$ cat config.mk
export PLATFORM = sky130hd
export DESIGN_NAME = bso_square
export DESIGN_NICKNAME = d
export VERILOG_FILES = /design/src/sv/bso_pkg.sv /design/src/sv/bso_square.sv
export SDC_FILE = /design/constraint.sdc
export NUM_CORES = 2
export LEC_CHECK = 0
export ABC_AREA = 1
export BUFFER_PORTS_ARGS = -buffer_cell sky130_fd_sc_hd__buf_2
export CAP_MARGIN = 5
export CORE_MARGIN = 2
export CORE_UTILIZATION = 51
export CTS_BUF_LIST = sky130_fd_sc_hd__clkbuf_8
export CTS_CLUSTER_SIZE = 28
export DETAILED_ROUTE_END_ITERATION = 7
export PLACE_DENSITY_LB_ADDON = 0.08
export SYNTH_ARGS = -nofsm -noshare
export SYNTH_HDL_FRONTEND = slang
export SYNTH_SLANG_ARGS = --single-unit
$ cat constraint.sdc
create_clock -name clk -period 9.6 [get_ports clk]
set_input_delay 0.48 -clock clk [delete_from_list [all_inputs] [get_ports clk]]
set_output_delay 0.48 -clock clk [all_outputs]
set_load 0.01 [all_outputs]
$ cat src/sv/bso_pkg.sv
// Shared types and widths for the box/sphere overlap pipeline.
package bso_pkg;

  localparam int CenterW = 24;              // signed Q15.8 center
  localparam int SizeW   = 23;              // unsigned Q15.8 extent or diameter
  localparam int Center2W = CenterW + 2;    // difference of doubled centers
  localparam int DistW   = CenterW + 1;     // magnitude of that difference
  localparam int LimW    = SizeW + 1;       // sum of two sizes
  localparam int RadW    = SizeW + 1;       // sum of two diameters
  localparam int DistSqW = 2 * DistW;
  localparam int RadSqW  = 2 * RadW;
  localparam int SumW    = DistSqW + 2;     // three squares added
  localparam int CfgIdxW = 3;
  localparam int CfgDataW = CenterW;

  // configuration register indexes
  localparam logic [CfgIdxW-1:0] REG_IS_SPHERE = 3'd0;
  localparam logic [CfgIdxW-1:0] REG_CENTER_X  = 3'd1;
  localparam logic [CfgIdxW-1:0] REG_CENTER_Y  = 3'd2;
  localparam logic [CfgIdxW-1:0] REG_CENTER_Z  = 3'd3;
  localparam logic [CfgIdxW-1:0] REG_SIZE_X    = 3'd4;
  localparam logic [CfgIdxW-1:0] REG_SIZE_Y    = 3'd5;
  localparam logic [CfgIdxW-1:0] REG_SIZE_Z    = 3'd6;

  typedef struct packed {
    logic                            is_sphere;
    logic [2:0][CenterW-1:0]         center;
    logic [2:0][SizeW-1:0]           size;
  } vol_t;

  // after stage 1: per-axis center distance and limit
  typedef struct packed {
    logic                            box_box;
    logic [2:0][DistW-1:0]           delta;
    logic [2:0][LimW-1:0]            lim;
    logic [RadW-1:0]                 radius;
  } s1_t;

  // after stage 2: per-axis excess past the limit
  typedef struct packed {
    logic                            box_box;
    logic                            box_hit;
    logic [2:0][DistW-1:0]           excess;
    logic [RadW-1:0]                 radius;
  } s2_t;

  // after stage 3: squares
  typedef struct packed {
    logic                            box_box;
    logic                            box_hit;
    logic [2:0][DistSqW-1:0]         excess_sq;
    logic [RadSqW-1:0]               radius_sq;
  } s3_t;

endpackage

$ cat src/sv/bso_square.sv
// Stage 3: squares of the per-axis excess and of the radius.
module bso_square (
  input  logic         clk,
  input  logic         rst,
  input  logic         load,
  input  logic         valid_in,
  input  bso_pkg::s2_t data_in,
  output logic         valid,
  output bso_pkg::s3_t data
);

  bso_pkg::s3_t data_next;

  always_comb begin
    data_next = '0;
    for (int i = 0; i < 3; i++) begin
      data_next.excess_sq[i] = bso_pkg::DistSqW'(data_in.excess[i]) *
                               bso_pkg::DistSqW'(data_in.excess[i]);
    end
    data_next.radius_sq = bso_pkg::RadSqW'(data_in.radius) *
                          bso_pkg::RadSqW'(data_in.radius);
    data_next.box_box = data_in.box_box;
    data_next.box_hit = data_in.box_hit;
  end

  always_ff @(posedge clk) begin
    if (rst) begin
      valid <= 1'b0;
    end else if (load) begin
      valid <= valid_in;
    end
  end

  always_ff @(posedge clk) begin
    if (load) begin
      data <= data_next;
    end
  end

endmodule

==> out/metrics.cfg <==
[cts]
clk_pin_slew_ns = 0.12
cts_resized = 0
cts_root_buf = clkbuf_8
numCtsBuffers = 17
h-tree-depth = 4
clock_path_buffers = 2
cts_tree = yes
cts_setup_buffers = 0
cts_sinks = 197
clock_latency_ns = 0.63
cts_hold_buffers = 3

[sta]
slew_violations = 0
finalCriticalPeriod_ns = 6.445
fmax_mhz = 155.2
finalSetupTns_ns = 0
setup-violations-final = 0
timing.final.crit_share = 0.6713
slew_headroom = 0.4150
finalHoldViolations = 0
fin_worst_skew_ns = 0
worstMarginPinSlew_ns = 0.8774
rsz0062_at_grt = no

[global_route]
grt_start_max_net_pins = 88
grt-ovfl-total = 0
met1_usage = 0.3683
antenna_found_initial = 11
grt_use_met2 = 0.4854
track_usage = 0.2751
grt_busiest_layer = met2
grt_pass1_vias = 67920
use_met3 = 0.02350
grt_pass1_wl_um = 355600

[job]
maxCapViolCount = 0

[setup_path]
crit_fanout = 24
required_ns = 9.98
reg2reg_from = valid
crit_chain = buf_2, nand2_1, fa_1, inv_1, fa_1, inv_1, fa_1, inv_1, fa_1, inv_1, fa_1, inv_1, fa_1, inv_1, fa_1, inv_1, ha_1, nand2_1, nor2_1, nand2_1, inv_1, nand2_1, nand2_1, xor2_1
r2r-end = valid
crit_family = adder cells
slowest_delay_ns = 0.60
path_buf_inv = 9
ff2ff_path_depth = 2
critPathSlowestCell = fa_1
crit_path_frequent_cell = inv_1
rrSetupSlack_ns = 9.01
worstSetupPathDepth = 24
critical_path_class = in -> reg
arrival_ns = 6.82
startpoint_type = input pin
endpoint_kind = flip-flop

[drt]
routedWlPerCell_um = 16.66
viasPerCell = 4.798
drt_iter0_markers = 3148
routed_wl_um = 212600
num_vias = 61240
drc = 0
ant_nets = 0
first_pass_iters = 8

[synth]
netlist.area_leader.share = 0.4411
yosysTopAreaCell = fa_1
synth_area_leaders = fa_1, inv_1, nand2_1
syn_area_um2 = 82590
synth_edf_count = 196
ys_seq_area_frac = 0.07150
synth.avg_cell_area_um2 = 7.854
ys_types = 33
synthesis.instances = 10520
synth_ff_type = edfxtp_1
ys_ff_latch = 197
synth_warnings = 0
ys_async_sr_fraction = 0

[die]
initial_core_util = 0.5138
die-width_um = 406.4
core_area_um2 = 160800
pin_count = 306
die-area_um2 = 165200
rows = 147
die_h_um = 406.4

[place]
post-dp-hpwl_um = 181400
port_buffers = 301
place.gp.congestion = 0.9302

[worst_hold_path]
hold_path.class = in -> reg
holdPathStages = 3
hp-start = valid_in
hold_end = valid

[final_layout]
drive_gt1_frac = 0.04397
area_delta_synth_final_pct = 4.528
mostFrequentLayoutCells = inv_1, nand2_1, fa_1
fillers = 15760
final_common_cell = inv_1
finalNetCount = 13250

[status]
status = finished clean

==> tightest hold or removal path, delay by kind of cell <==
kind	cells	cell delay, ns
buffers and inverters	1	0.08
and+or+nand+nor	1	0.07
muxes	1	0.06
==> through the flow <==
step	worst slack, ns	instances	hold WS (ns)	instance area, um2	util
after global placement	2.556	12720	0.4762	85860	0.5341
after global routing	2.878	12760	0.04644	86330	0.5370
after detailed placement	2.559	12720	0.4855	85860	0.5341
after floorplan	3.278	10520	0.5279	82610	-
after CTS	3.286	12760	0.01400	86320	0.5370
final	3.155	12770	0.09200	86330	0.5371
==> area by class of cell <==
type / instances / area, um2 / share of cell area
Antenna cell: 7 / 17.52 / 0.0002029
Clock buffer: 17 / 234.0 / 0.002710
Clock inverter: 15 / 188.9 / 0.002188
Inverter: 3847 / 14440 / 0.1673
Multi-Input combinational cell: 6213 / 61260 / 0.7096
Sequential cell: 197 / 5906 / 0.06840
Tap cell: 2160 / 2703 / 0.03130
Timing Repair Buffer: 309 / 1584 / 0.01835
==> worst max path at each step <==
stage	startpoint	to	slack [ns]
floorplan	data_in[63]	data[137]	3.28
global placement	data_in[66]	data[121]	2.56
detailed placement	data_in[52]	data[127]	2.56
CTS	data_in[52]	data[121]	3.29
global route	data_in[14]	data[26]	2.88
finish	data_in[14]	data[22]	3.16
==> cells in the mapped netlist (4+ instances only) <==
| cell type | instances |
|---|---|
| nand2_1 | 2667 |
| clkbuf_1 | 258 |
| nor2_2 | 49 |
| nand3b_1 | 5 |
| o21ai_0 | 5 |
| o21bai_1 | 24 |
| inv_2 | 16 |
| fa_1 | 1820 |
| edfxtp_1 | 196 |
| xnor2_1 | 44 |
| or2_2 | 8 |
| ha_1 | 742 |
| nor2_1 | 328 |
| nor2_4 | 6 |
| a21o_1 | 4 |
| nand3_2 | 24 |
| a31oi_1 | 10 |
| nand4_1 | 26 |
| nand2_2 | 18 |
| nor3_2 | 6 |
| buf_4 | 4 |
| xor2_1 | 113 |
| nor4_1 | 8 |
| a21oi_1 | 126 |
| nor3_1 | 17 |
| inv_1 | 3831 |
| nand3_1 | 153 |
==> state kept, by name, indices dropped and copies added (netlist names) <==
name	count
data	196
valid	1
==> cell families (layout without fill, tap and decap cells) <==
| kind of cell | after synthesis | count (layout) | share of synthesized area |
|---|---|---|---|
| buf+inv | 4109 | 4188 | 0.1869 |
| simple gates | 3319 | 3319 | 0.1599 |
| fa+ha+maj | 2562 | 2562 | 0.5535 |
| flops | 197 | 197 | 0.07150 |
| compound gates | 170 | 170 | 0.01135 |
| xor+xnor | 157 | 157 | 0.01665 |
| other cells | 1 | 11 | 0.00004540 |
| mux | 1 | 1 | 0.0001212 |
==> layer usage <==
metal  vias to the layer above  routed length, um
met4                         4               4941
li1                      29150                  -
met2                      1407             105700
met3                       242               9873
met1                     30450              92120
met5                         -                 21
Power is not shown: default switching activity piles up to over one toggle a cycle in this logic, so the estimate is an artifact.
