## src/sv/bso_pkg.sv

```systemverilog
// Shared types and widths for the box/sphere overlap pipeline.
package bso_pkg;

  localparam int CenterW = 24;              // signed Q15.8 center
  localparam int SizeW   = 23;              // unsigned Q15.8 extent or diameter
  localparam int Center2W = CenterW + 2;    // difference of doubled centers
  localparam int DistW   = CenterW + 1;     // magnitude of that difference
  localparam int LimW    = SizeW + 1;       // sum of two sizes
  localparam int RadW    = SizeW + 1;       // sum of two diameters
  localparam int DistSqW = 2 * DistW;
  localparam int RadSqW  = 2 * RadW;
  localparam int SumW    = DistSqW + 2;     // three squares added
  localparam int CfgIdxW = 3;
  localparam int CfgDataW = CenterW;

  // configuration register indexes
  localparam logic [CfgIdxW-1:0] REG_IS_SPHERE = 3'd0;
  localparam logic [CfgIdxW-1:0] REG_CENTER_X  = 3'd1;
  localparam logic [CfgIdxW-1:0] REG_CENTER_Y  = 3'd2;
  localparam logic [CfgIdxW-1:0] REG_CENTER_Z  = 3'd3;
  localparam logic [CfgIdxW-1:0] REG_SIZE_X    = 3'd4;
  localparam logic [CfgIdxW-1:0] REG_SIZE_Y    = 3'd5;
  localparam logic [CfgIdxW-1:0] REG_SIZE_Z    = 3'd6;

  typedef struct packed {
    logic                            is_sphere;
    logic [2:0][CenterW-1:0]         center;
    logic [2:0][SizeW-1:0]           size;
  } vol_t;

  // after stage 1: per-axis center distance and limit
  typedef struct packed {
    logic                            box_box;
    logic [2:0][DistW-1:0]           delta;
    logic [2:0][LimW-1:0]            lim;
    logic [RadW-1:0]                 radius;
  } s1_t;

  // after stage 2: per-axis excess past the limit
  typedef struct packed {
    logic                            box_box;
    logic                            box_hit;
    logic [2:0][DistW-1:0]           excess;
    logic [RadW-1:0]                 radius;
  } s2_t;

  // after stage 3: squares
  typedef struct packed {
    logic                            box_box;
    logic                            box_hit;
    logic [2:0][DistSqW-1:0]         excess_sq;
    logic [RadSqW-1:0]               radius_sq;
  } s3_t;

endpackage

```

## src/sv/bso_delta.sv

```systemverilog
// Stage 1: center distance per axis, axis limit and radius selection.
module bso_delta (
  input  logic          clk,
  input  logic          rst,
  input  logic          load,
  input  logic          valid_in,
  input  bso_pkg::vol_t query,
  input  bso_pkg::vol_t other,
  output logic          valid,
  output bso_pkg::s1_t  data
);

  logic [2:0][bso_pkg::Center2W-1:0] qc2;
  logic [2:0][bso_pkg::Center2W-1:0] oc2;
  logic [2:0][bso_pkg::Center2W-1:0] diff_qo;
  logic [2:0][bso_pkg::Center2W-1:0] diff_oq;
  logic [2:0][bso_pkg::LimW-1:0]     size_sum;
  logic                              q_sph;
  logic                              o_sph;
  bso_pkg::s1_t                      data_next;

  assign q_sph = query.is_sphere;
  assign o_sph = other.is_sphere;

  always_comb begin
    data_next = '0;
    data_next.box_box = !q_sph && !o_sph;
    for (int i = 0; i < 3; i++) begin
      qc2[i] = {query.center[i][bso_pkg::CenterW-1], query.center[i], 1'b0};
      oc2[i] = {other.center[i][bso_pkg::CenterW-1], other.center[i], 1'b0};
      diff_qo[i] = qc2[i] - oc2[i];
      diff_oq[i] = oc2[i] - qc2[i];
      size_sum[i] = {1'b0, query.size[i]} + {1'b0, other.size[i]};
      data_next.delta[i] = diff_qo[i][bso_pkg::Center2W-1] ?
                           diff_oq[i][bso_pkg::DistW-1:0] : diff_qo[i][bso_pkg::DistW-1:0];
      // box-box: strict |d| < sum of sizes; mixed: the box size; sphere pair: none
      unique case ({q_sph, o_sph})
        2'b00:   data_next.lim[i] = size_sum[i];
        2'b10:   data_next.lim[i] = {1'b0, other.size[i]};
        2'b01:   data_next.lim[i] = {1'b0, query.size[i]};
        default: data_next.lim[i] = '0;
      endcase
    end
    unique case ({q_sph, o_sph})
      2'b11:   data_next.radius = size_sum[0];
      2'b10:   data_next.radius = {1'b0, query.size[0]};
      2'b01:   data_next.radius = {1'b0, other.size[0]};
      default: data_next.radius = '0;
    endcase
  end

  always_ff @(posedge clk) begin
    if (rst) begin
      valid <= 1'b0;
    end else if (load) begin
      valid <= valid_in;
    end
  end

  always_ff @(posedge clk) begin
    if (load) begin
      data <= data_next;
    end
  end

endmodule

```

## config.mk

```make
export PLATFORM = sky130hd
export DESIGN_NAME = bso_delta
export DESIGN_NICKNAME = d
export VERILOG_FILES = /design/src/sv/bso_pkg.sv /design/src/sv/bso_delta.sv
export SDC_FILE = /design/constraint.sdc
export NUM_CORES = 1
export LEC_CHECK = 0
export ABC_AREA = 0
export ABC_CLOCK_PERIOD_IN_PS = 5120
export BUFFER_PORTS_ARGS = -buffer_cell sky130_fd_sc_hd__buf_2
export CAP_MARGIN = 0
export CORE_MARGIN = 3
export CORE_UTILIZATION = 25
export DETAILED_ROUTE_END_ITERATION = 12
export SETUP_SLACK_MARGIN = 0.4
export SYNTH_ARGS = -nofsm -noshare
export SYNTH_HDL_FRONTEND = slang
export SYNTH_SLANG_ARGS = --single-unit
```

## constraint.sdc

```tcl
create_clock -name clk -period 5.12 [get_ports clk]
set_input_delay 0.256 -clock clk [delete_from_list [all_inputs] [get_ports clk]]
set_output_delay 0.256 -clock clk [all_outputs]
set_load 0.05 [all_outputs]
```

==> impl_metrics.csv <==
group,metric,value,unit
worst_setup_path,cp-end-kind,"flop",
floorplan,die_x,269,um
sta,hold_slack,0.0703,ns
logic_synthesis,synth_ff_type,"edfxtp_1",
detailed_routing,drt-pass1-iter-count,5,
worst_setup_path,setup.worst_path.start_class,"input pin",
clocking,clk_pin_slew,0.08,ns
detailed_routing,drt.antenna.violating_nets,0,
logic_synthesis,yosys.area.top_type,"edfxtp_1",
detailed_routing,drc,0,
clocking,clkLatencyLatePin,0.48,ns
logic_synthesis,yosysMostFrequentCell,"ha_1",
clocking,postCtsSetupBuffers,0,
global_route,grt_pass1_wl,92500,um
finish,drive_above_1_share,22.4,%
clocking,cts_buffers,17,
logic_synthesis,ys_top_cells_by_area,"edfxtp_1, ha_1, a21oi_1, o21ai_0, a21o_1",
clocking,cts_tree,"built",
pwr,p_int,3.38,mW
global_route,grt_pass1_vias,15762,
finish,nNetsFinal,2897,
job,maxCapViolations,0,
detailed_routing,finalWirelength,59800,um
detailed_routing,wl_met1,25300,um
worst_setup_path,path_cells,"buf_2 > inv_1 > ha_1 > fa_1 > nor2b_1 > o31a_1 > o31ai_1 > a31oi_1 > o21ai_1 > o311ai_4 > buf_4 > a211oi_1 > a31oi_1 > xor2_1",
logic_synthesis,yosysWarnings,0,
clocking,cts_num_sinks,170,
logic_synthesis,netlist.area_leader.share,29.3,%
detailed_routing,vias,16437,
worst_setup_path,critPathMostFrequentCell,"a31oi_1",
global_route,track_usage,16.0,%
sta,rsz0062_at_grt,"false",
pwr,total_power,6.01,mW
floorplan,dieArea,72600,sq um
sta,finalHoldViolCount,0,
clocking,cts_root_buf,"clkbuf_16",
pwr,switching_share,43.8,%
worst_setup_path,cp.required,5.34,ns
clocking,h-tree-depth,4,
logic_synthesis,ys_ff_latch,170,
logic_synthesis,yosysSeqAreaShare,29.4,%
detailed_routing,viasPerCell,4.92,
logic_synthesis,synthCells,1990,
pwr,ir_drop,0.175,mV
floorplan,io_pins,461,
detailed_routing,dr_wl_met2,28100,um
global_route,grt_overflow,0,
pwr,leakagePower,10.0,nW
sta,finClkSkew,0,ns
logic_synthesis,synth_edf_count,169,
global_route,antenna_found_initial,25,
place,dp_hpwl,48100,um
finish,area_growth,22.1,%
floorplan,core.rowCount,95,
detailed_routing,wire_per_inst,17.9,um
global_route,grt_max_degree,108,
sta,slew_headroom,28.3,%
clocking,post_cts_resized,0,
sta,period_share,67.2,%
clocking,clockBufferDepth,2,
sta,tns,0,ns
detailed_routing,top_layer,"met5",
sta,fmax,291,MHz
floorplan,start_util,25.5,%
logic_synthesis,yosys-top-cells-count,"ha_1, a21oi_1, inv_1",
pwr,seqPwrFrac,31.3,%
logic_synthesis,yosysUniqueCellTypes,69,
pwr,power_density,284,nW/um^2
logic_synthesis,synth-async-reset-ratio,0,%
detailed_routing,drtIter0Drc,1056,
place,port_buffers,457,
floorplan,core-area,68000,sq um
worst_setup_path,crit_fanout,23,
run_status,outcome,"finished clean",
worst_setup_path,arrival,3.67,ns
worst_setup_path,critPathMaxStageDelay,0.95,ns
place,place_congestion,0.911,
worst_setup_path,critPathTopFamily,"compound AO/OA/AOI/OAI gates",
worst_setup_path,cp_slowest_cell,"o311ai_4",
sta,post-route-min-period,3.44,ns
worst_setup_path,crit_buf_inv,3,
worst_setup_path,crit_type,"in2reg",
sta,slew_viol_final,0,
logic_synthesis,syn_area,17300,sq um
hold_path,hold_class,"in2reg",
detailed_routing,route.met3.wl,5040,um
sta,finalSetupViolCount,0,
finish,fillers,7233,
pwr,power.net_switching,2.63,mW
sta,max_slew.worst_pin.slew,1.07,ns
logic_synthesis,avgSynthCellArea,8.72,sq um
pwr,clockPowerShare,23.0,%
pwr,pwr-share-comb,45.6,%
floorplan,die_y,269,um
==> state kept, by name, indices dropped and copies added, names as in the netlist <==
| register | cells |
|---|---|
| data | 169 |
| valid | 1 |
==> power groups by stage <==
stage	clock network, mW	registers [mW]	logic [mW]
detailed placement	0	1.92	2.73
global placement	0	1.92	2.73
CTS	1.45	1.89	2.75
floorplan	0	2.62	1.25
finish	1.38	1.88	2.74
global route	1.48	1.91	2.97
==> final timing paths <==
kind	endpoint	cells past startpoint	slack, ns	start
setup reg to reg	valid	3	3.99	valid
hold / removal	data[72]	3	0.07	query[46]
hold reg to reg	valid	3	1.04	valid
setup / recovery	data[150]	14	1.68	query[117]
==> cells in the final DEF (no fill, tap or decap), types with 55 or more instances in the layout <==
cell        n
inv_1     181
buf_2     456
o21ai_0   165
xor2_1     55
nand2_1   145
a21o_1     94
nor2_1    104
edfxtp_1  169
mux2i_1    69
xnor2_1    61
a21oi_1   185
ha_1      210
==> worst register-to-register path: cells and delay by family (launching register included) <==
| family | cells | cell delay (ns) |
|---|---|---|
| multiplexers | 1 | 0.12 |
| AND/OR/NAND/NOR | 1 | 0.05 |
| flip-flops | 1 | 0.32 |
| buffers and inverters | 1 | 0.54 |
==> cells by family after synthesis <==
logic type,after synthesis,share of synthesized area [%]
compound gates,699,25.9
flops,170,29.4
fa+ha+maj,219,16.2
buf+inv,271,6.09
xor+xnor,116,5.86
simple gates,428,11.4
other cells,1,0.0216
mux,86,5.09
==> final cells by class <==
cell class,count,area (sq um),share of cell area (%)
antenna,15,37.5,0.177
clock buffer,18,429,2.03
clock inverter,14,156,0.738
inverter,182,683,3.22
multi-input combinational,1551,11200,53.0
sequential,170,5090,24.1
tap,921,1150,5.44
timing repair buffer,468,2410,11.4
==> stage by stage <==
step | cells | cell area (sq um) | setup slack (ns) | utilization, %
global route | 3329 | 21200 | 1.48 | 31.1
global placement | 3290 | 20500 | 1.28 | 30.2
CTS | 3324 | 21100 | 1.79 | 31.1
floorplan | 1992 | 17400 | 2.16 | -
detailed placement | 3290 | 20500 | 1.23 | 30.2
finish | 3339 | 21200 | 1.68 | 31.2
==> layer usage <==
layer,vias up,track usage (%)
li1,8066,-
met5,-,0
met4,22,4.85
met3,68,4.73
met2,592,26.9
met1,7689,19.9
==> repair_timing <==
| action | CTS | global route |
|---|---|---|
| hold endpoints to repair | 1 | 0 |
| endpoints found under the setup margin | 0 | 0 |
| hold buffers | 2 | 0 |
Power figures use the tool's default switching activity.
