--- src/sv/bso_pkg.sv ---
// Shared types and widths for the box/sphere overlap pipeline.
package bso_pkg;

  localparam int CenterW = 24;              // signed Q15.8 center
  localparam int SizeW   = 23;              // unsigned Q15.8 extent or diameter
  localparam int Center2W = CenterW + 2;    // difference of doubled centers
  localparam int DistW   = CenterW + 1;     // magnitude of that difference
  localparam int LimW    = SizeW + 1;       // sum of two sizes
  localparam int RadW    = SizeW + 1;       // sum of two diameters
  localparam int DistSqW = 2 * DistW;
  localparam int RadSqW  = 2 * RadW;
  localparam int SumW    = DistSqW + 2;     // three squares added
  localparam int CfgIdxW = 3;
  localparam int CfgDataW = CenterW;

  // configuration register indexes
  localparam logic [CfgIdxW-1:0] REG_IS_SPHERE = 3'd0;
  localparam logic [CfgIdxW-1:0] REG_CENTER_X  = 3'd1;
  localparam logic [CfgIdxW-1:0] REG_CENTER_Y  = 3'd2;
  localparam logic [CfgIdxW-1:0] REG_CENTER_Z  = 3'd3;
  localparam logic [CfgIdxW-1:0] REG_SIZE_X    = 3'd4;
  localparam logic [CfgIdxW-1:0] REG_SIZE_Y    = 3'd5;
  localparam logic [CfgIdxW-1:0] REG_SIZE_Z    = 3'd6;

  typedef struct packed {
    logic                            is_sphere;
    logic [2:0][CenterW-1:0]         center;
    logic [2:0][SizeW-1:0]           size;
  } vol_t;

  // after stage 1: per-axis center distance and limit
  typedef struct packed {
    logic                            box_box;
    logic [2:0][DistW-1:0]           delta;
    logic [2:0][LimW-1:0]            lim;
    logic [RadW-1:0]                 radius;
  } s1_t;

  // after stage 2: per-axis excess past the limit
  typedef struct packed {
    logic                            box_box;
    logic                            box_hit;
    logic [2:0][DistW-1:0]           excess;
    logic [RadW-1:0]                 radius;
  } s2_t;

  // after stage 3: squares
  typedef struct packed {
    logic                            box_box;
    logic                            box_hit;
    logic [2:0][DistSqW-1:0]         excess_sq;
    logic [RadSqW-1:0]               radius_sq;
  } s3_t;

endpackage

--- src/sv/bso_excess.sv ---
// Stage 2: distance beyond each axis limit, and the box-box axis tests.
module bso_excess (
  input  logic         clk,
  input  logic         rst,
  input  logic         load,
  input  logic         valid_in,
  input  bso_pkg::s1_t data_in,
  output logic         valid,
  output bso_pkg::s2_t data
);

  logic [2:0][bso_pkg::DistW:0] diff;
  logic [2:0]                   inside_lim;
  bso_pkg::s2_t                 data_next;

  always_comb begin
    data_next = '0;
    for (int i = 0; i < 3; i++) begin
      diff[i] = {1'b0, data_in.delta[i]} - {2'b00, data_in.lim[i]};
      inside_lim[i] = diff[i][bso_pkg::DistW];
      data_next.excess[i] = inside_lim[i] ? '0 : diff[i][bso_pkg::DistW-1:0];
    end
    data_next.box_box = data_in.box_box;
    data_next.box_hit = &inside_lim;
    data_next.radius  = data_in.radius;
  end

  always_ff @(posedge clk) begin
    if (rst) begin
      valid <= 1'b0;
    end else if (load) begin
      valid <= valid_in;
    end
  end

  always_ff @(posedge clk) begin
    if (load) begin
      data <= data_next;
    end
  end

endmodule

--- config.mk ---
export PLATFORM = sky130hd
export DESIGN_NAME = bso_excess
export DESIGN_NICKNAME = d
export VERILOG_FILES = /design/src/sv/bso_pkg.sv /design/src/sv/bso_excess.sv
export SDC_FILE = /design/constraint.sdc
export NUM_CORES = 1
export LEC_CHECK = 0
export ABC_AREA = 1
export BUFFER_PORTS_ARGS = -buffer_cell sky130_fd_sc_hd__buf_2
export CAP_MARGIN = 20
export CORE_MARGIN = 2
export CORE_UTILIZATION = 45
export DETAILED_ROUTE_END_ITERATION = 8
export HOLD_SLACK_MARGIN = 0.12
export MAX_ROUTING_LAYER = met4
export PLACE_DENSITY_LB_ADDON = 0.2
export RECOVER_POWER = 25
export SYNTH_ARGS = -nofsm -noshare
export SYNTH_HDL_FRONTEND = slang
export SYNTH_SLANG_ARGS = --single-unit
export TNS_END_PERCENT = 30
--- constraint.sdc ---
create_clock -name clk -period 2.9 [get_ports clk]
set_clock_uncertainty 0.2 [all_clocks]
set_input_delay 0.58 -clock clk [delete_from_list [all_inputs] [get_ports clk]]
set_output_delay 0.58 -clock clk [all_outputs]
set_load 0.03 [all_outputs]
==> out/results.ini, run 1 <==
[status]
status=finished, final reports clean

[sta]
timing.final.ws_setup_ns=0.556
hold-worst-slack_ns=0.171
slew_violations=0
rsz0062_at_grt=no
finalSetupViolCount=0
period_share=0.808
max_slew_margin=0.00833
setup_tns_ns=0
hold_violations=0
timing.fmax_mhz=427
tightest_slew_ns=1.49
fin_crit_ns=2.34

[global_routing]
grt.overflow.total=0
grt_pass1_vias=8541
grt_usage=0.235
antenna_found_initial=2
grt_pass1_wl_mm=40.7
grt_max_degree=103

[clocking]
cts_max_level=3
holdBufCountCts=0
clockRootBuffer=clkbuf_16
postCtsSetupRepairBufs=0
cts_buffer_depth=2
cts_buffers=9
cts_tree=done
path_clk_slew_ns=0.08
numClockSinks=102
ctsResizeCount=0
clock_latency_ns=0.35

[placement]
detailed_place_hpwl_mm=21.7
post_dp_cell_area_sq_um=11300
dp_slack_ns=0.217
port_buffers=277
place_inst=2035
gp_congestion=0.977

[final_layout]
register_area_sq_um=3050
nets=2022
final_cells=2053
nFillCells=2098
fin_util=0.554
multi_input_area_sq_um=5050
drive_gt1_frac=0.211
synthToLayoutAreaGrowth_pct=21.0
final_area_sq_um=11600

[yosys]
synth_cell_types=30
ys_seq_area_frac=0.318
syn_area_sq_um=9600
synthCells=1483
syn_nets=1734
yosysWarnings=0
syn-mean-instance-area_sq_um=6.47
ys_ff_latch=102

[worst_setup_path]
arrival_ns=2.31
cp-end-kind=flop
crit_path_start_kind=primary input
r2r_slack_ns=2.10
cp-startpoint=data_in[126]
crit_type=primary input to flop
r2r-end=valid$_SDFFE_PP0P_
r2r_cells=2
cp_max_fo=10
rr_startpoint=valid$_SDFFE_PP0P_
crit_path_end=data[67]$_SDFFCE_PN0P_
required_ns=2.86

[drt]
drc=0
wl_mm=26.0
drt_iter0_markers=639
ant_nets=0
wl_per_cell_microns=12.7
first_pass_iters=5
dr_total_vias=9425
vias_per_cell=4.59

[die]
core.rowCount=53
coreArea_sq_um=21000
ios=278
die_h_microns=150
dieArea_sq_um=22500
start_util=0.458
dieWidth_microns=150

[job]
max_cap_violations=0

[worst_hold_path]
hold_start=rst
hold_path_class=primary input to flop

[power_and_ir_drop]
leakagePower_nw=6.95
power.density_nw_per_um2=451
ir_worst_vdd_v=0.000252
p_total_mw=5.24

## report_power, final
part           switching (mW)  leakage [nW]  total, mW  internal [mW]
sequential             0.0541         0.990       1.91           1.86
clock                   0.637         0.145       1.25          0.614
combinational            1.40          5.82       2.08          0.675
## synth_stat cells, drive strengths merged
cell type	n	area, sq um
inv	374	1400
nand2	566	2170
ha	72	901
nand3	84	470
nor3	5	30.0
dfxtp	1	20.0
edfxtp	101	3030
and2	9	56.3
xor2	24	210
buf	6	76.3
nand3b	9	67.6
o21ai	2	10.0
nand4	4	25.0
a21oi	34	181
nor2	176	791
fa	3	60.1
clkinv	2	7.51
or2	7	43.8
xnor2	3	26.3
mux2i	1	10.0
## state kept, by name, summed over array words and instances (netlist names)
register and flops:
valid 1, data 101
## kinds of logic after synthesis
family	count (synthesis)	synth area share
buffers and inverters	382	0.155
adder cells (fa/ha/maj)	75	0.100
multiplexers	1	0.00104
AND/OR/NAND/NOR	860	0.381
XOR/XNOR	27	0.0246
AO/OA/AOI/OAI	36	0.0200
flip-flops	102	0.318
## worst max-delay path, cell delays in order
cell and delay (ns):
buf_2 0.12, ha_1 0.37, nand2_1 0.12, nor2_2 0.20, nand3_1 0.12, nand3_2 0.14
nand2_2 0.07, nand3_4 0.09, buf_4 0.20, nand2_1 0.07, nor2_1 0.21
## final cells by class
cell class / instances / area share
inverter: 376 / 0.122
multi-input combinational: 999 / 0.435
antenna: 2 / 0.000431
sequential: 102 / 0.263
timing repair buffer: 283 / 0.124
clock buffer: 9 / 0.0194
tap: 275 / 0.0296
clock inverter: 7 / 0.00647
## how the worst min path moves through the flow
stage	to	slack [ns]	depth (start not counted)
final	valid$_SDFFE_PP0P_	0.17	2
after floorplan	valid$_SDFFE_PP0P_	0.43	2
after global routing	valid$_SDFFE_PP0P_	0.15	2
after CTS	valid$_SDFFE_PP0P_	0.16	2
after detailed placement	valid$_SDFFE_PP0P_	0.29	2
after global placement	valid$_SDFFE_PP0P_	0.27	2
## cells in the final DEF, fill, tap and decap left out, drive strengths merged
cell type	count
buf	278
nor3	5
diode	2
fa	3
xnor2	3
edfxtp	101
nor2	176
nand2	566
ha	72
xor2	24
or2	7
nand3	84
nand4	4
nand3b	9
clkinv	4
clkbuf	14
dfxtp	1
inv	378
o21ai	2
and2	9
a21oi	34
clkinvlp	1
mux2i	1
## per-layer routing
metal / global-route usage / vias up / share of wire
li1: - / 5004 / -
met1: 0.311 / 4069 / 0.45
met2: 0.378 / 321 / 0.45
met3: 0.0390 / 31 / 0.082
met4: 0.0542 / 0 / 0.016
met5: - / - / 0
Note: power is estimated with default switching activity, not from simulation.
==> inputs of run 2 (changes only) <==
Clock period 2.9 ns to 2.1 ns, I/O delays scaled along.
==> run 2 against run 1 <==
Compared with the run above:
- register-to-register slack got worse by 1.4 ns
- sequential cell count unchanged
- total power up 52%
- design area rose by 16%
- global-route usage increased by 2.6 points
- first-iteration DRC count shrank 34%
- non-clock buffer count up 199
- count of clock-buffer cells in the layout is the same
- critical endpoint is now data[92]$_SDFFCE_PN0P_
- cell count up 9.6%
- combinational power up 65%
- die area unchanged
- utilization increased by 8.9 points
==> out/results.ini, run 2 (synthesized netlist as in run 1, its figures left out) <==
[status]
status=finished, final reports clean

[clocking]
cts_tree=done
cts_buffers=9  ; unchanged
cts_max_level=3  ; unchanged
cts_buffer_depth=2  ; unchanged
clock_latency_ns=0.35  ; about the same
clockRootBuffer=clkbuf_16
path_clk_slew_ns=0.08  ; about the same
numClockSinks=102  ; unchanged

[final_layout]
nFillCells=1981  ; -5.6%
largest-register=data
largest_register_ffs=101  ; unchanged
final_cells=2250  ; +9.6%
reg.largest.list=data x101, valid x1
nets=2221  ; +9.8%
synthToLayoutAreaGrowth_pct=40.4
final_common_cell=nand2_1
multi_input_area_sq_um=5290  ; +4.6%
layout_common_cells=nand2_1 (542), inv_1 (367), buf_2 (275)
antennaDiodeCount=0  ; -2
drive_gt1_frac=0.295  ; +0.0841
register_area_sq_um=3050  ; unchanged

[placement]
dp_slack_ns=-0.311  ; -0.528 ns
detailed_place_hpwl_mm=24.2  ; +12%
port_buffers=277  ; unchanged
place_inst=2206  ; +8.4%
gp_congestion=0.911  ; -6.7%

[power_and_ir_drop]
ir_worst_vdd_v=0.000388  ; +54%
p_total_mw=7.97  ; +52%
power.density_nw_per_um2=591  ; +31%
leakagePower_nw=7.94  ; +14%

[worst_setup_path]
crit_path_start_kind=primary input
cpMostUsedCell=nand2_1
crit_type=primary input to flop
cpPeakStageDelay_ns=0.34  ; -0.03 ns
cp_cell_sequence=buf_2 > inv_1 > ha_1 > nand2_1 > nor2_2 > nand2_1 > nor3_2 > nand2_2 > buf_4 > nand3_4 > nand2_1 > nor2_1
cp-end-kind=flop
crit_family=simple AND/OR/NAND/NOR gates
arrival_ns=2.02  ; -0.29 ns
r2r_slack_ns=0.74  ; -1.36 ns
cp_max_fo=13  ; +3
required_ns=2.12  ; -0.74 ns
slowest_stage=ha_1
critical_path_buf_inv_count=3  ; +1

[sta]
rsz0062_at_grt=yes
timing.fmax_mhz=500
period_share=0.952
slew_violations=0  ; unchanged
tightest_slew_ns=0.686  ; -0.802 ns
finalSetupViolCount=0  ; unchanged
max_slew_margin=0.543  ; +0.534
hold_violations=0  ; unchanged
timing.final.ws_setup_ns=0.0999  ; -0.456 ns
fin_crit_ns=2.00

[die]
dieWidth_microns=150  ; unchanged
ios=278  ; unchanged
start_util=0.458  ; unchanged
die_h_microns=150  ; unchanged
dieArea_sq_um=22500  ; unchanged
coreArea_sq_um=21000  ; unchanged
core.rowCount=53  ; unchanged

[drt]
vias_per_cell=4.53  ; -1.2%
drt_iter0_markers=424  ; -34%
ant_nets=0  ; unchanged
drc=0  ; unchanged
first_pass_iters=5  ; unchanged
wl_mm=28.9  ; +11%
dr_total_vias=10202  ; +8.2%
wl_per_cell_microns=12.9  ; +1.6%

[global_routing]
grt_pass1_vias=9401  ; +10%
grt.overflow.total=0  ; unchanged
antenna_found_initial=0  ; -2
grt_usage=0.261  ; +0.0260
grt_max_degree=31  ; -70%
grt_pass1_wl_mm=44.7  ; +9.7%

[worst_hold_path]
hold_path_class=primary input to flop

[job]
max_cap_violations=0  ; unchanged

-- run 2: cell types whose count changed in the layout (fill, tap and decap cells not counted), sizes merged --
cell         change
bufinv           +2
buf            +172
clkinvlp         -1
diode            -2
inv              -1
dlygate4sd3     +27
-- run 2: final timing paths --
kind / startpoint / endpoint / depth (start not counted)
worst max-delay path: data_in[82] / data[92]$_SDFFCE_PN0P_ / 12
worst min-delay path: data_in[72] / data[74]$_SDFFCE_PN0P_ / 3
worst max register to register: valid$_SDFFE_PP0P_ / valid$_SDFFE_PP0P_ / 3
worst min register to register: valid$_SDFFE_PP0P_ / valid$_SDFFE_PP0P_ / 3
-- run 2: worst min-delay path, stage by stage --
cell and delay, ns:
buf_2 0.10, ha_4 0.12, nor2_2 0.03
-- run 2: through the flow --
step / area, sq um / util / setup TNS [ns] / hold slack (ns)
after floorplan: 9770 / - / -0.122 / 0.292
after global placement: 12800 / 0.613 / -15.35 / 0.273
after detailed placement: 12800 / 0.613 / -17.20 / 0.288
after CTS: 13400 / 0.641 / 0 / 0.258
after global routing: 13500 / 0.643 / -0.0209 / 0.269
final: 13500 / 0.643 / 0 / 0.263
-- run 2: report_power, final --
part | leakage [nW] | total (mW) | internal [mW] | switching (mW)
logic | 6.79 | 3.43 | 1.36 | 2.07
registers | 0.990 | 2.65 | 2.56 | 0.0837
clock network | 0.160 | 1.89 | 1.06 | 0.828
-- run 2: layout make-up --
cell class                      instances  share of cell area
Clock buffer                            9              0.0167
Clock inverter                          7             0.00752
Inverter                              376               0.105
Multi-Input combinational cell        999               0.392
Sequential cell                       102               0.227
Tap cell                              275              0.0255
Timing Repair Buffer                  482               0.226
-- run 2: layer usage --
metal	vias up	share of wire	GRT usage
li1	5388	-	-
met1	4485	0.43	0.311
met2	282	0.50	0.465
met3	47	0.047	0.0216
met4	0	0.026	0.0873
met5	-	0	-
-- run 2: repair_timing --
item / CTS / global route
endpoints found under the setup margin: 0 / 23
endpoints found under the hold margin: 26 / 0
setup buffers: 0 / 1
gates resized for setup: 0 / 18
hold buffers: 27 / 0
