### src/sv/bso_pkg.sv
// Shared types and widths for the box/sphere overlap pipeline.
package bso_pkg;

  localparam int CenterW = 24;              // signed Q15.8 center
  localparam int SizeW   = 23;              // unsigned Q15.8 extent or diameter
  localparam int Center2W = CenterW + 2;    // difference of doubled centers
  localparam int DistW   = CenterW + 1;     // magnitude of that difference
  localparam int LimW    = SizeW + 1;       // sum of two sizes
  localparam int RadW    = SizeW + 1;       // sum of two diameters
  localparam int DistSqW = 2 * DistW;
  localparam int RadSqW  = 2 * RadW;
  localparam int SumW    = DistSqW + 2;     // three squares added
  localparam int CfgIdxW = 3;
  localparam int CfgDataW = CenterW;

  // configuration register indexes
  localparam logic [CfgIdxW-1:0] REG_IS_SPHERE = 3'd0;
  localparam logic [CfgIdxW-1:0] REG_CENTER_X  = 3'd1;
  localparam logic [CfgIdxW-1:0] REG_CENTER_Y  = 3'd2;
  localparam logic [CfgIdxW-1:0] REG_CENTER_Z  = 3'd3;
  localparam logic [CfgIdxW-1:0] REG_SIZE_X    = 3'd4;
  localparam logic [CfgIdxW-1:0] REG_SIZE_Y    = 3'd5;
  localparam logic [CfgIdxW-1:0] REG_SIZE_Z    = 3'd6;

  typedef struct packed {
    logic                            is_sphere;
    logic [2:0][CenterW-1:0]         center;
    logic [2:0][SizeW-1:0]           size;
  } vol_t;

  // after stage 1: per-axis center distance and limit
  typedef struct packed {
    logic                            box_box;
    logic [2:0][DistW-1:0]           delta;
    logic [2:0][LimW-1:0]            lim;
    logic [RadW-1:0]                 radius;
  } s1_t;

  // after stage 2: per-axis excess past the limit
  typedef struct packed {
    logic                            box_box;
    logic                            box_hit;
    logic [2:0][DistW-1:0]           excess;
    logic [RadW-1:0]                 radius;
  } s2_t;

  // after stage 3: squares
  typedef struct packed {
    logic                            box_box;
    logic                            box_hit;
    logic [2:0][DistSqW-1:0]         excess_sq;
    logic [RadSqW-1:0]               radius_sq;
  } s3_t;

endpackage

### src/sv/bso_compare.sv
// Stage 4: box hit, or squares sum < squared radius; holds the output word.
module bso_compare (
  input  logic         clk,
  input  logic         rst,
  input  logic         load,
  input  logic         valid_in,
  input  bso_pkg::s3_t data_in,
  output logic         valid,
  output logic         hit
);

  logic [bso_pkg::SumW-1:0] total;
  logic                     hit_next;

  always_comb begin
    total = bso_pkg::SumW'(data_in.excess_sq[0]) + bso_pkg::SumW'(data_in.excess_sq[1]) +
            bso_pkg::SumW'(data_in.excess_sq[2]);
    hit_next = data_in.box_box ? data_in.box_hit
                               : (total < bso_pkg::SumW'(data_in.radius_sq));
  end

  always_ff @(posedge clk) begin
    if (rst) begin
      valid <= 1'b0;
    end else if (load) begin
      valid <= valid_in;
    end
  end

  always_ff @(posedge clk) begin
    if (load) begin
      hit <= hit_next;
    end
  end

endmodule

### config.mk
export PLATFORM = sky130hd
export DESIGN_NAME = bso_compare
export DESIGN_NICKNAME = d
export VERILOG_FILES = /design/src/sv/bso_pkg.sv /design/src/sv/bso_compare.sv
export SDC_FILE = /design/constraint.sdc
export NUM_CORES = 1
export LEC_CHECK = 0
export BUFFER_PORTS_ARGS = -buffer_cell sky130_fd_sc_hd__buf_2
export CAP_MARGIN = 20
export CORE_ASPECT_RATIO = 1.2
export CORE_MARGIN = 2
export CORE_UTILIZATION = 55
export DETAILED_ROUTE_END_ITERATION = 6
export PLACE_DENSITY = 0.89
export REMOVE_ABC_BUFFERS = 1
export SLEW_MARGIN = 20
export SYNTH_ARGS = -nofsm -noshare
export SYNTH_HDL_FRONTEND = slang
export SYNTH_SLANG_ARGS = --single-unit
### constraint.sdc
create_clock -name clk -period 10.2 [get_ports clk]
set_clock_uncertainty 0.15 [all_clocks]
set_input_delay 2.04 -clock clk [delete_from_list [all_inputs] [get_ports clk]]
set_output_delay 2.04 -clock clk [all_outputs]
set_load 0.03 [all_outputs]
==> results by group, run 1 <==
Synth
  – #FFs+latches synth: 2
  – Dominant synthesized flop cell: edfxtp_1
  – Ys Warns: 0
  – Xor/xnor cell area share of the yosys netlist: 7.890%
  – Mapped Cells: 635
  – Count of different cell masters after synthesis: 63
  – Post-synthesis compound-gate area fraction: 26.05%
  – Post-synth EDFFs: 1
  – FFs w/ async S/R, synth: 0%
  – Sequential-to-total area share from yosys stat: 0.9802%
  – Syn_area_per_cell: 8.041 sq um
  – Simple-gate share of the synthesized area: 15.02%
  – Multiplexer area fraction after synthesis: 0.3921%
  – Main combinational cell family by area after synthesis: adder cells
  – Synth Area in Adders: 43.52%
  – Mapped Area: 5106 sq um

Clock tree
  – Reg clk slew, reported paths: 0.03 ns
  – Total CTS buffers: 3
  – TritonCTS clock tree: yes
  – Longest Clk Path Bufs: 2
  – H-tree levels: 1
  – # clock sinks: 2
  – Setup Fix Bufs, Post-CTS: 0
  – CTS Hold Bufs: 0
  – CTS root buffer: clkbuf_8
  – Post-cts gate resize count: 0
  – Clock latency on the worst-skew pair: 0.21 ns

Floorplanning
  – Core ar.: 9034 sq um
  – Die Height: 109.6 um
  – Area of the die: 10,070 sq um
  – Num rows: 38
  – Die width: 91.96 um
  – I/O pins: 206
  – Initial Util: 56.52%

Critical path
  – Kind of start point of the critical path: input pin
  – R2R Setup Slk: 9.47 ns
  – Top Family by Delay on Critical Path: compound AO/OA/AOI/OAI gates
  – CP bufs+invs: 1
  – Critical Path Max Stage Delay: 0.47 ns
  – Worst-path cell chain: buf_2 > fa_1 > ha_1 > fa_1 > a211oi_1 > o211a_1 > o22ai_1 > a211oi_1 > and2_1 > o21ai_2 > a31oi_1 > o21ai_1 > a311oi_1 > ha_1 > nand4_1 > nor3_1 > nor4b_1 > o21ai_0 > o221a_2 > o2111ai_1 > a41o_1 > o41ai_2
  – Slowest stage cell, crit path: fa_1
  – Worst Reg-to-Reg Cells: 2
  – Crit Path Max Fanout: 4
  – R2r endpoint: valid$_SDFFE_PP0P_
  – Worst setup path category: in2reg
  – CP endpoint kind: flip-flop
  – Worst Path Arrival: 7.21 ns
  – Worst EP required: 10.01 ns
  – RR Startpoint: valid$_SDFFE_PP0P_

Placed design
  – Pre-CTS setup slack: 2.628 ns
  – Placer Congestion: 0.8986
  – DP HPWL: 13.61 mm
  – Placed Instances: 947
  – Buffers on Ports: 205

Timing
  – Unrepaired setup endpoints after global routing: false
  – Final period util: 72.55%
  – Period minus WS final: 7.400 ns
  – Worst setup margin: 2.800 ns
  – Count of pins over their slew limit: 0
  – Final Setup Violations: 0
  – Fmax: 135.1 MHz
  – Hold Vio Cnt, Final: 0
  – Slew HR: 66.95%
  – Fin Setup TNS: 0 ns
  – Worst-margin pin slew: 0.4928 ns

Job
  – Max cap viols: 0

Global routing
  – Vias in the first global route: 5,579
  – Grt total ovfl: 0
  – GR Util All Layers: 28.85%
  – Initial antenna violation count: 0
  – First-pass GRT wire length: 24.14 mm
  – Pin count of the biggest net entering global routing: 10

Pwr
  – Final Power: 0.0007761 W
  – PD cells: 123.8 nW/um^2
  – Leakage: 3.237 nW
  – Peak supply drop: 0.08979 mV

Hold path
  – HP Start: valid$_SDFFE_PP0P_
  – Hold depth: 2
  – Hold Path Class: reg2reg
  – Worst Hold Endpoint: valid$_SDFFE_PP0P_

Cells and area
  – Non-Filler Instances: 951
  – Area growth syn-to-layout: 22.76%
  – Nets: 1,183
  – Antenna cell count: 0
  – Share of cells above drive strength 1: 27.08%

Drt
  – Vias per inst: 5.752
  – Iter 0 DRT Violations: 261
  – Drt drc: 0
  – Total vias in the final route: 5,470
  – Drt first pass iters: 5
  – Post-route ant nets: 0
  – WL/cell: 15.84 um
  – Drt total wl: 15.07 mm

Run status
  – Status: finished, final reports clean
layout by cell type, fill, tap and decap left out, types with 3 or more instances in the layout:
cell type / netlist / routed
a221o_1: 3 / 3
and3_1: 6 / 6
inv_1: 68 / 68
o31ai_1: 4 / 4
o21ai_0: 29 / 29
xnor2_1: 33 / 33
a21oi_1: 66 / 66
nand2_1: 49 / 49
a21oi_4: 3 / 3
a31oi_1: 8 / 8
nand3_1: 8 / 8
nor2b_1: 8 / 8
o21ai_1: 6 / 6
a211oi_1: 10 / 10
o21bai_1: 8 / 8
o21ai_2: 4 / 4
o211ai_1: 4 / 4
clkbuf_8: 0 / 3
a21boi_0: 3 / 3
xor2_1: 13 / 13
ha_1: 96 / 96
a21o_1: 24 / 24
nand4_1: 20 / 20
nor3_1: 11 / 11
nor4_1: 4 / 4
nor2_1: 37 / 37
buf_2: 2 / 205
fa_1: 51 / 51
flip-flops by register name, indices dropped and copies added (netlist names):
| register | count |
|---|---|
| hit | 1 |
| valid | 1 |
worst register-to-register path, cell delays in order (launching register included):
cell and delay, ns:
dfxtp_1 0.30, mux2i_1 0.12, nor2_1 0.05
report_power, final:
| group | switching [W] | internal [W] |
|---|---|---|
| clock | 0.00000775 | 0.0000266 |
| combinational | 0.000413 | 0.000319 |
| sequential | 0.000000268 | 0.00000940 |
per-stage QoR:
step / area (sq um) / hold slack [ns] / util [%]
final: 6269 / 0.3488 / 69.39
after global routing: 6269 / 0.4248 / 69.39
after CTS: 6269 / 0.3480 / 69.39
after detailed placement: 6223 / 0.3405 / 68.89
after global placement: 6223 / 0.3199 / 68.89
after floorplan: 5047 / 0.4799 / -
worst max path at each step:
stage,from,endpoint,slack [ns],cells past startpoint
2_1_floorplan,data_in[49],hit$_DFFE_PP_,3.36,22
3_3_place_gp,data_in[49],hit$_DFFE_PP_,2.81,23
3_5_place_dp,data_in[49],hit$_DFFE_PP_,2.63,22
4_1_cts,data_in[49],hit$_DFFE_PP_,2.82,22
5_1_grt,data_in[49],hit$_DFFE_PP_,2.37,22
6_report,data_in[49],hit$_DFFE_PP_,2.80,22
kinds of logic after synthesis:
logic type                 after synthesis
muxes                                    2
AOI/OAI and AO/OA                      199
xor gates and xnor gates                46
DFF                                      2
buffers and inverters                   81
adders and majority gates              147
and+or+nand+nor                        158
final cells by class:
type	instances	area, sq um
flip-flops and latches	2	50.05
inverters	68	255.2
well taps	120	150.1
multi-input cells	552	4742
repair buffers	205	1026
fillers	753	2765
clock buffers	4	45.04
metal layers:
metal	GRT usage (%)	share of wire [%]	up-vias
met5	0	0	-
met4	6.610	2.1	0
met3	1.988	5.3	26
met2	58.51	53	222
met1	32.72	40	2530
li1	-	-	2692
synthesized netlist by cell type, types with 3 or more instances:
cell type / n / area share, %
o21bai_1: 8 / 1.2
o21ai_1: 6 / 0.59
clkbuf_1: 10 / 0.74
nand3_1: 8 / 0.78
a211oi_1: 10 / 1.5
a21oi_4: 3 / 0.96
nor4_1: 4 / 0.49
nand2_1: 49 / 3.6
nor2b_1: 8 / 0.98
o31ai_1: 4 / 0.59
a21boi_0: 3 / 0.44
ha_1: 96 / 24
and3_1: 6 / 0.74
o21ai_2: 4 / 0.69
nor2_1: 37 / 2.7
fa_1: 51 / 20
o21ai_0: 29 / 2.8
xnor2_1: 33 / 5.7
xor2_1: 13 / 2.2
a221o_1: 3 / 0.59
a21oi_1: 66 / 6.5
a31oi_1: 8 / 0.98
nand4_1: 20 / 2.5
inv_1: 68 / 5.0
o211ai_1: 4 / 0.59
a21o_1: 24 / 3.5
nor3_1: 11 / 1.1
(Power assumes the default switching activity.)
==> inputs of run 2 (changes only) <==
--- a/config.mk
+++ b/config.mk
@@ -9,9 +9,9 @@
 export CAP_MARGIN = 20
 export CORE_ASPECT_RATIO = 1.2
 export CORE_MARGIN = 2
-export CORE_UTILIZATION = 55
+export CORE_UTILIZATION = 51
 export DETAILED_ROUTE_END_ITERATION = 6
-export PLACE_DENSITY = 0.89
+export PLACE_DENSITY = 0.84
 export REMOVE_ABC_BUFFERS = 1
 export SLEW_MARGIN = 20
 export SYNTH_ARGS = -nofsm -noshare
==> constraint.sdc (replaced) <==
create_clock -name clk -period 7.5 [get_ports clk]
set_clock_uncertainty 0.15 [all_clocks]
set_input_delay 1.5 -clock clk [delete_from_list [all_inputs] [get_ports clk]]
set_output_delay 1.5 -clock clk [all_outputs]
set_load 0.03 [all_outputs]
==> run 2 against run 1 <==
- sequential power is 39% higher
- total power up 39%
- flip-flop and latch count unchanged
- highest routed layer unchanged
- cell area is 0.66% higher
==> results by group, run 2 (synthesis results as in run 1) <==
Run status
  – Status: finished, final reports clean

Timing
  – Slew HR: 59.94% (-7.0 points)
  – Count of pins over their slew limit: 0 (unchanged)
  – Final period util: 93.02%
  – Fin Setup TNS: 0 ns (unchanged)
  – Fmax: 143.3 MHz
  – Worst-margin pin slew: 0.5857 ns (+0.09286 ns)
  – Final Setup Violations: 0 (unchanged)
  – Period minus WS final: 6.976 ns
  – Hold Vio Cnt, Final: 0 (unchanged)
  – Unrepaired setup endpoints after global routing: false

Critical path
  – Worst-path cell chain: buf_2 > fa_1 > ha_1 > fa_1 > a211oi_1 > o211a_1 > o22ai_1 > a211oi_1 > and2_1 > o21ai_0 > a21oi_1 > o21bai_1 > xor2_1 > ha_1 > a21o_1 > nand3_1 > a21oi_1 > a2111oi_0 > o221a_2 > o2111ai_1 > a41o_1 > o41ai_2
  – Worst setup path category: in2reg
  – RR Startpoint: valid$_SDFFE_PP0P_
  – Critical Path Max Stage Delay: 0.54 ns (+0.07 ns)
  – Crit path from: data_in[49]
  – Worst Reg-to-Reg Cells: 2 (unchanged)
  – Worst Path Arrival: 6.86 ns (-0.35 ns)
  – Crit Path Max Fanout: 4 (unchanged)
  – Slowest stage cell, crit path: a2111oi_0
  – Worst EP required: 7.38 ns (-2.63 ns)
  – CP endpoint kind: flip-flop
  – R2r endpoint: valid$_SDFFE_PP0P_
  – Worst Setup EP: hit$_DFFE_PP_
  – Kind of start point of the critical path: input pin
  – R2R Setup Slk: 6.78 ns (-2.69 ns)

Clock tree
  – H-tree levels: 1 (unchanged)
  – Setup Fix Bufs, Post-CTS: 0 (unchanged)
  – CTS Hold Bufs: 0 (unchanged)
  – TritonCTS clock tree: yes
  – Reg clk slew, reported paths: 0.03 ns (about the same)
  – # clock sinks: 2 (unchanged)
  – Longest Clk Path Bufs: 2 (unchanged)
  – CTS root buffer: clkbuf_16
  – Clock latency on the worst-skew pair: 0.22 ns (about the same)
  – Total CTS buffers: 3 (unchanged)
  – Post-cts gate resize count: 0 (unchanged)

Floorplanning
  – Area of the die: 10,830 sq um (+7.5%)
  – Die Height: 113.6 um (+3.7%)
  – I/O pins: 206 (unchanged)
  – Initial Util: 51.79% (-4.7 points)
  – Core ar.: 9859 sq um (+9.1%)
  – Num rows: 40 (+5.3%)
  – Die width: 95.34 um (+3.7%)

Pwr
  – Flop pwr share: 1.2% (about the same)
  – Combinational fraction of design power: 91.0% (-3.3 points)
  – Clock Power Share: 7.8% (+3.4 points)
  – PD cells: 170.8 nW/um^2 (+38%)
  – Leakage: 3.253 nW (+0.48%)
  – Sw Share: 52.30% (-2.0 points)
  – Pint: 0.0005142 W (+45%)
  – Peak supply drop: 0.1080 mV (+20%)
  – Final Power: 0.001078 W (+39%)
  – Net switching power: 0.0005637 W (+34%)

Cells and area
  – Antenna cell count: 0 (unchanged)
  – Util after Layout: 64.00% (-5.4 points)
  – Nets: 1,183 (unchanged)
  – Share of cells above drive strength 1: 27.08% (unchanged)
  – Most common cell after layout, fill and taps aside: buf_2
  – Biggest regs: hit: 1 flops, valid: 1 flops
  – Filler cells: 890 (+18%)
  – Finished Cell Area: 6310 sq um (+0.66%)
  – Area growth syn-to-layout: 23.57%
  – Non-Filler Instances: 957 (+0.63%)
  – Commonest non-fill, non-tap cells in the layout: 205 x buf_2, 96 x ha_1, 68 x inv_1, 66 x a21oi_1, 51 x fa_1

Placed design
  – DP HPWL: 12.83 mm (-5.7%)
  – Placed Instance Area: 6231 sq um (+0.12%)
  – Placer Congestion: 0.9651 (+7.4%)
  – Placed Instances: 953 (+0.63%)
  – Buffers on Ports: 205 (unchanged)

Global routing
  – Grt total ovfl: 0 (unchanged)
  – Vias in the first global route: 5,545 (-0.61%)
  – M2 GR Usage: 48.97% (-9.5 points)
  – GR Util All Layers: 25.66% (-3.2 points)
  – Met3 Use GR: 3.567% (+1.6 points)
  – Grt met1 use: 28.29% (-4.4 points)
  – Initial antenna violation count: 0 (unchanged)
  – Most Used Layer, Global Route: met2
  – Pin count of the biggest net entering global routing: 10 (unchanged)
  – First-pass GRT wire length: 22.86 mm (-5.3%)

Drt
  – WL/cell: 14.72 um (-7.1%)
  – Post-route ant nets: 0 (unchanged)
  – Total vias in the final route: 5,542 (+1.3%)
  – Vias per inst: 5.791 (+0.68%)
  – Drt first pass iters: 5 (unchanged)
  – Iter 0 DRT Violations: 332 (+27%)
  – Drt total wl: 14.08 mm (-6.5%)
  – Drt drc: 0 (unchanged)

Hold path
  – Hold Path Class: reg2reg

Job
  – Max cap viols: 0 (unchanged)
[run 2: cell counts in the layout (fill, tap and decap cells not counted)]
No cell type changed its count.
[run 2: critical path, delay by kind of cell]
kind / cells / cell delay, ns
adders and majority gates: 4 / 1.47
and+or+nand+nor: 2 / 0.35
AOI/OAI and AO/OA: 14 / 3.28
xor gates and xnor gates: 1 / 0.15
buffers and inverters: 1 / 0.11
[run 2: cell type report]
class	instances	area (sq um)	area share, %
sequential	2	50.05	0.7932
tap	126	157.7	2.499
multi-input combinational	552	4742	75.15
timing repair buffer	205	1026	16.26
inverter	68	255.2	4.045
clock buffer	4	78.83	1.249
[run 2: power by group through the flow]
stage | registers, W | logic [W] | clock network, W
after floorplan | 0.0000153 | 0.000714 | 0
after global placement | 0.0000135 | 0.000948 | 0
after detailed placement | 0.0000136 | 0.000966 | 0
after CTS | 0.0000135 | 0.000975 | 0.0000845
after global routing | 0.0000135 | 0.00111 | 0.0000863
final | 0.0000134 | 0.000981 | 0.0000836
[run 2: per-layer routing]
| metal | vias up | wire length [um] |
|---|---|---|
| met3 | 47 | 1195 |
| met4 | 0 | 508 |
| met5 | - | 0 |
| met2 | 264 | 7184 |
| li1 | 2691 | - |
| met1 | 2540 | 5195 |
[run 2: worst min-delay path by stage]
| stage | from | end | slack, ns | cells after the start |
|---|---|---|---|---|
| after floorplan | valid$_SDFFE_PP0P_ | valid$_SDFFE_PP0P_ | 0.48 | 2 |
| after global placement | valid$_SDFFE_PP0P_ | valid$_SDFFE_PP0P_ | 0.33 | 2 |
| after detailed placement | valid$_SDFFE_PP0P_ | valid$_SDFFE_PP0P_ | 0.33 | 2 |
| after CTS | valid$_SDFFE_PP0P_ | valid$_SDFFE_PP0P_ | 0.34 | 2 |
| after global routing | valid$_SDFFE_PP0P_ | valid$_SDFFE_PP0P_ | 0.41 | 2 |
| final | valid$_SDFFE_PP0P_ | valid$_SDFFE_PP0P_ | 0.34 | 2 |
[run 2: through the flow]
stage                     worst slack (ns)  hold WS [ns]
after floorplan                      1.203        0.4799
after global placement              0.6421        0.3272
after detailed placement            0.4689        0.3344
after CTS                           0.6774        0.3424
after global routing                0.3687        0.4081
final                               0.5237        0.3421
==> inputs of run 3 (changes only) <==
--- a/config.mk
+++ b/config.mk
@@ -5,13 +5,14 @@
 export SDC_FILE = /design/constraint.sdc
 export NUM_CORES = 1
 export LEC_CHECK = 0
+export ABC_AREA = 1
 export BUFFER_PORTS_ARGS = -buffer_cell sky130_fd_sc_hd__buf_2
 export CAP_MARGIN = 20
 export CORE_ASPECT_RATIO = 1.2
 export CORE_MARGIN = 2
-export CORE_UTILIZATION = 51
+export CORE_UTILIZATION = 54
 export DETAILED_ROUTE_END_ITERATION = 6
-export PLACE_DENSITY = 0.84
+export PLACE_DENSITY = 0.85
 export REMOVE_ABC_BUFFERS = 1
 export SLEW_MARGIN = 20
 export SYNTH_ARGS = -nofsm -noshare
==> run 3 against run 2 <==
- setup slack improved by 1.6 ns
- cell count increased by 42%
- first-iteration DRC count decreased by 21%
- hold slack better by 0.075 ns
- synthesized cell count up 57%
==> results by group, run 3 <==
Drt
  – Drt drc: 0 (unchanged)
  – Vias per inst: 5.108 (-12%)
  – Post-route ant nets: 0 (unchanged)
  – Iter 0 DRT Violations: 261 (-21%)
  – Drt total wl: 17.86 mm (+27%)
  – WL/cell: 13.13 um (-11%)
  – Drt first pass iters: 5 (unchanged)
  – Total vias in the final route: 6,947 (+25%)

Cells and area
  – Reg area: 50.05 sq um (unchanged)
  – Area growth syn-to-layout: 21.09%
  – Biggest regs: hit: 1 flops, valid: 1 flops
  – Filler cells: 1,092 (+23%)
  – Share of cells above drive strength 1: 22.22% (-4.9 points)
  – Finished Cell Area: 7451 sq um (+18%)
  – Nets: 1,558 (+32%)
  – Antenna cell count: 0 (unchanged)
  – Most common cell after layout, fill and taps aside: nand2_1
  – Multi-input logic area: 5379 sq um (+13%)
  – Commonest non-fill, non-tap cells in the layout: 304 x nand2_1, 205 x buf_2, 183 x inv_1, 96 x ha_1, 89 x nor2_1
  – Non-Filler Instances: 1,360 (+42%)

Floorplanning
  – Initial Util: 55.50% (+3.7 points)
  – Core ar.: 11,090 sq um (+12%)
  – Num rows: 42 (+5.0%)
  – Die width: 101.4 um (+6.4%)
  – I/O pins: 206 (unchanged)
  – Die Height: 120.9 um (+6.4%)
  – Area of the die: 12,270 sq um (+13%)

Hold path
  – Hold depth: 2 (unchanged)
  – Worst Hold Endpoint: valid$_SDFFE_PP0P_
  – HP Start: valid$_SDFFE_PP0P_
  – Hold Path Class: reg2reg

Critical path
  – Worst Reg-to-Reg Cells: 2 (unchanged)
  – R2R Setup Slk: 6.68 ns (-0.10 ns)
  – Top Family by Delay on Critical Path: simple AND/OR/NAND/NOR gates
  – RR Startpoint: valid$_SDFFE_PP0P_
  – Critical Path Max Stage Delay: 0.50 ns (-0.04 ns)
  – Kind of start point of the critical path: input pin
  – Worst EP required: 7.33 ns (-0.05 ns)
  – Critical path's most frequent cell: nand2_1
  – R2r endpoint: valid$_SDFFE_PP0P_
  – Crit Path Max Fanout: 6 (+2)
  – Worst-path cell chain: buf_2 > fa_1 > ha_1 > fa_1 > nand2_1 > nand2_1 > nand3_1 > nand2_1 > nand2_1 > nand2_2 > a31o_2 > xor2_1 > ha_1 > nand2_1 > nor2_1 > nand4_1 > nor4_1 > nand2_1 > nand2_1 > nand2_1 > nand2_1 > nand2_1 > nand3_1 > nand2_1
  – Slowest stage cell, crit path: fa_1
  – Worst setup path category: in2reg
  – CP bufs+invs: 1 (unchanged)
  – CP endpoint kind: flip-flop
  – Worst Path Arrival: 5.19 ns (-1.67 ns)

Timing
  – Worst setup margin: 2.134 ns (+1.610 ns)
  – Fin Setup TNS: 0 ns (unchanged)
  – Fmax: 186.4 MHz (+30%)
  – Period minus WS final: 5.366 ns (-1.610 ns)
  – Count of pins over their slew limit: 0 (unchanged)
  – Hold Vio Cnt, Final: 0 (unchanged)
  – Unrepaired setup endpoints after global routing: false
  – Worst-margin pin slew: 0.5620 ns (-0.02370 ns)
  – Final Setup Violations: 0 (unchanged)
  – Final period util: 71.55% (-21 points)
  – Slew HR: 62.19% (+2.2 points)

Pwr
  – Leakage: 4.327 nW (+33%)
  – PD cells: 164.6 nW/um^2 (-3.6%)
  – Peak supply drop: 0.07796 mV (-28%)
  – Final Power: 0.001227 W (+14%)

Synth
  – Mapped Area: 6153 sq um (+21%)
  – Sequential-to-total area share from yosys stat: 0.8133% (-0.17 points)
  – Post-synth EDFFs: 1 (unchanged)
  – FFs w/ async S/R, synth: 0% (unchanged)
  – Area share of the largest cell type after synthesis: 19.52% (-4.0 points)
  – Commonest cells post-synth: 304 x nand2_1, 183 x inv_1, 96 x ha_1, 89 x nor2_1, 71 x a21oi_1
  – #FFs+latches synth: 2 (unchanged)
  – Syn_area_per_cell: 6.172 sq um (-23%)
  – Count of different cell masters after synthesis: 38 (-40%)
  – Ys Warns: 0 (unchanged)
  – Top post-synthesis cells by area: ha_1 20%, nand2_1 19%, fa_1 17%
  – Mapped Cells: 997 (+57%)
  – Leading area contributor after synthesis: ha_1
  – Top-count cell post-synth: nand2_1
  – Dominant synthesized flop cell: edfxtp_1

Global routing
  – First-pass GRT wire length: 28.83 mm (+26%)
  – GR Util All Layers: 28.91% (+3.3 points)
  – Vias in the first global route: 6,866 (+24%)
  – Pin count of the biggest net entering global routing: 7 (-3)
  – Grt total ovfl: 0 (unchanged)
  – Initial antenna violation count: 0 (unchanged)

Clock tree
  – # clock sinks: 2 (unchanged)
  – Post-cts gate resize count: 0 (unchanged)
  – CTS Hold Bufs: 0 (unchanged)
  – Reg clk slew, reported paths: 0.03 ns (about the same)
  – Clock latency on the worst-skew pair: 0.22 ns (about the same)
  – CTS root buffer: clkbuf_16
  – TritonCTS clock tree: yes
  – H-tree levels: 1 (unchanged)
  – Longest Clk Path Bufs: 2 (unchanged)
  – Setup Fix Bufs, Post-CTS: 0 (unchanged)
  – Total CTS buffers: 3 (unchanged)

Placed design
  – Placer Congestion: 0.9685 (+0.35%)
  – DP HPWL: 16.43 mm (+28%)
  – Buffers on Ports: 205 (unchanged)
  – Placed Instances: 1,356 (+42%)
  – Pre-CTS setup slack: 1.927 ns (+1.458 ns)
  – Placed Instance Area: 7372 sq um (+18%)

Job
  – Max cap viols: 0 (unchanged)

Run status
  – Status: finished, final reports clean
run 3: area by class of cell:
class | instances | share of cell area, %
sequential | 2 | 0.6717
timing repair buffer | 205 | 13.77
clock buffer | 4 | 1.058
inverter | 193 | 9.723
multi-input combinational | 802 | 72.19
tap | 154 | 2.586
run 3: kinds of logic (layout without fill, tap and decap cells):
| family | count (synthesis) | after routing | synth area share (%) |
|---|---|---|---|
| xor+xnor | 42 | 42 | 5.978 |
| fa+ha+maj | 147 | 147 | 36.11 |
| mux | 1 | 1 | 0.1627 |
| flops | 2 | 2 | 0.8134 |
| simple gates | 492 | 492 | 34.04 |
| buf+inv | 193 | 402 | 11.77 |
| compound gates | 120 | 120 | 11.12 |
run 3: per-layer routing:
| metal | track usage, % | up-vias | part of all wire (%) |
|---|---|---|---|
| met5 | 0 | - | 0 |
| met4 | 10.81 | 0 | 3.6 |
| met3 | 2.650 | 52 | 5.1 |
| met2 | 54.64 | 223 | 52 |
| met1 | 32.96 | 3121 | 39 |
| li1 | - | 3551 | - |
run 3: report_power, final:
part | leakage (nW) | internal, W | total, W | switching (W)
clock | 0.0382 | 0.0000701 | 0.0000843 | 0.0000142
sequential | 0.0179 | 0.0000129 | 0.0000133 | 0.000000422
combinational | 4.27 | 0.000430 | 0.00113 | 0.000699
total | 4.33 | 0.000513 | 0.00123 | 0.000714
run 3: stage by stage:
step | hold slack, ns | utilization [%]
after floorplan | 0.4799 | -
after global placement | 0.3231 | 66.49
after detailed placement | 0.3671 | 66.49
after CTS | 0.4223 | 67.20
after global routing | 0.4492 | 67.20
final | 0.4174 | 67.20
run 3: worst reg2reg max path: stages, from the launching register on:
cell,delay [ns]
dfxtp_1,0.31
mux2i_1,0.18
nor2_1,0.06
run 3: worst max-delay path by stage:
stage                    end  depth (start not counted)        start  slack [ns]
2_1_floorplan  hit$_DFFE_PP_                         23  data_in[49]        2.56
3_3_place_gp   hit$_DFFE_PP_                         24  data_in[49]        2.01
3_5_place_dp   hit$_DFFE_PP_                         24  data_in[49]        1.93
4_1_cts        hit$_DFFE_PP_                         24  data_in[49]        2.16
5_1_grt        hit$_DFFE_PP_                         20  data_in[49]        1.91
6_report       hit$_DFFE_PP_                         24  data_in[49]        2.13
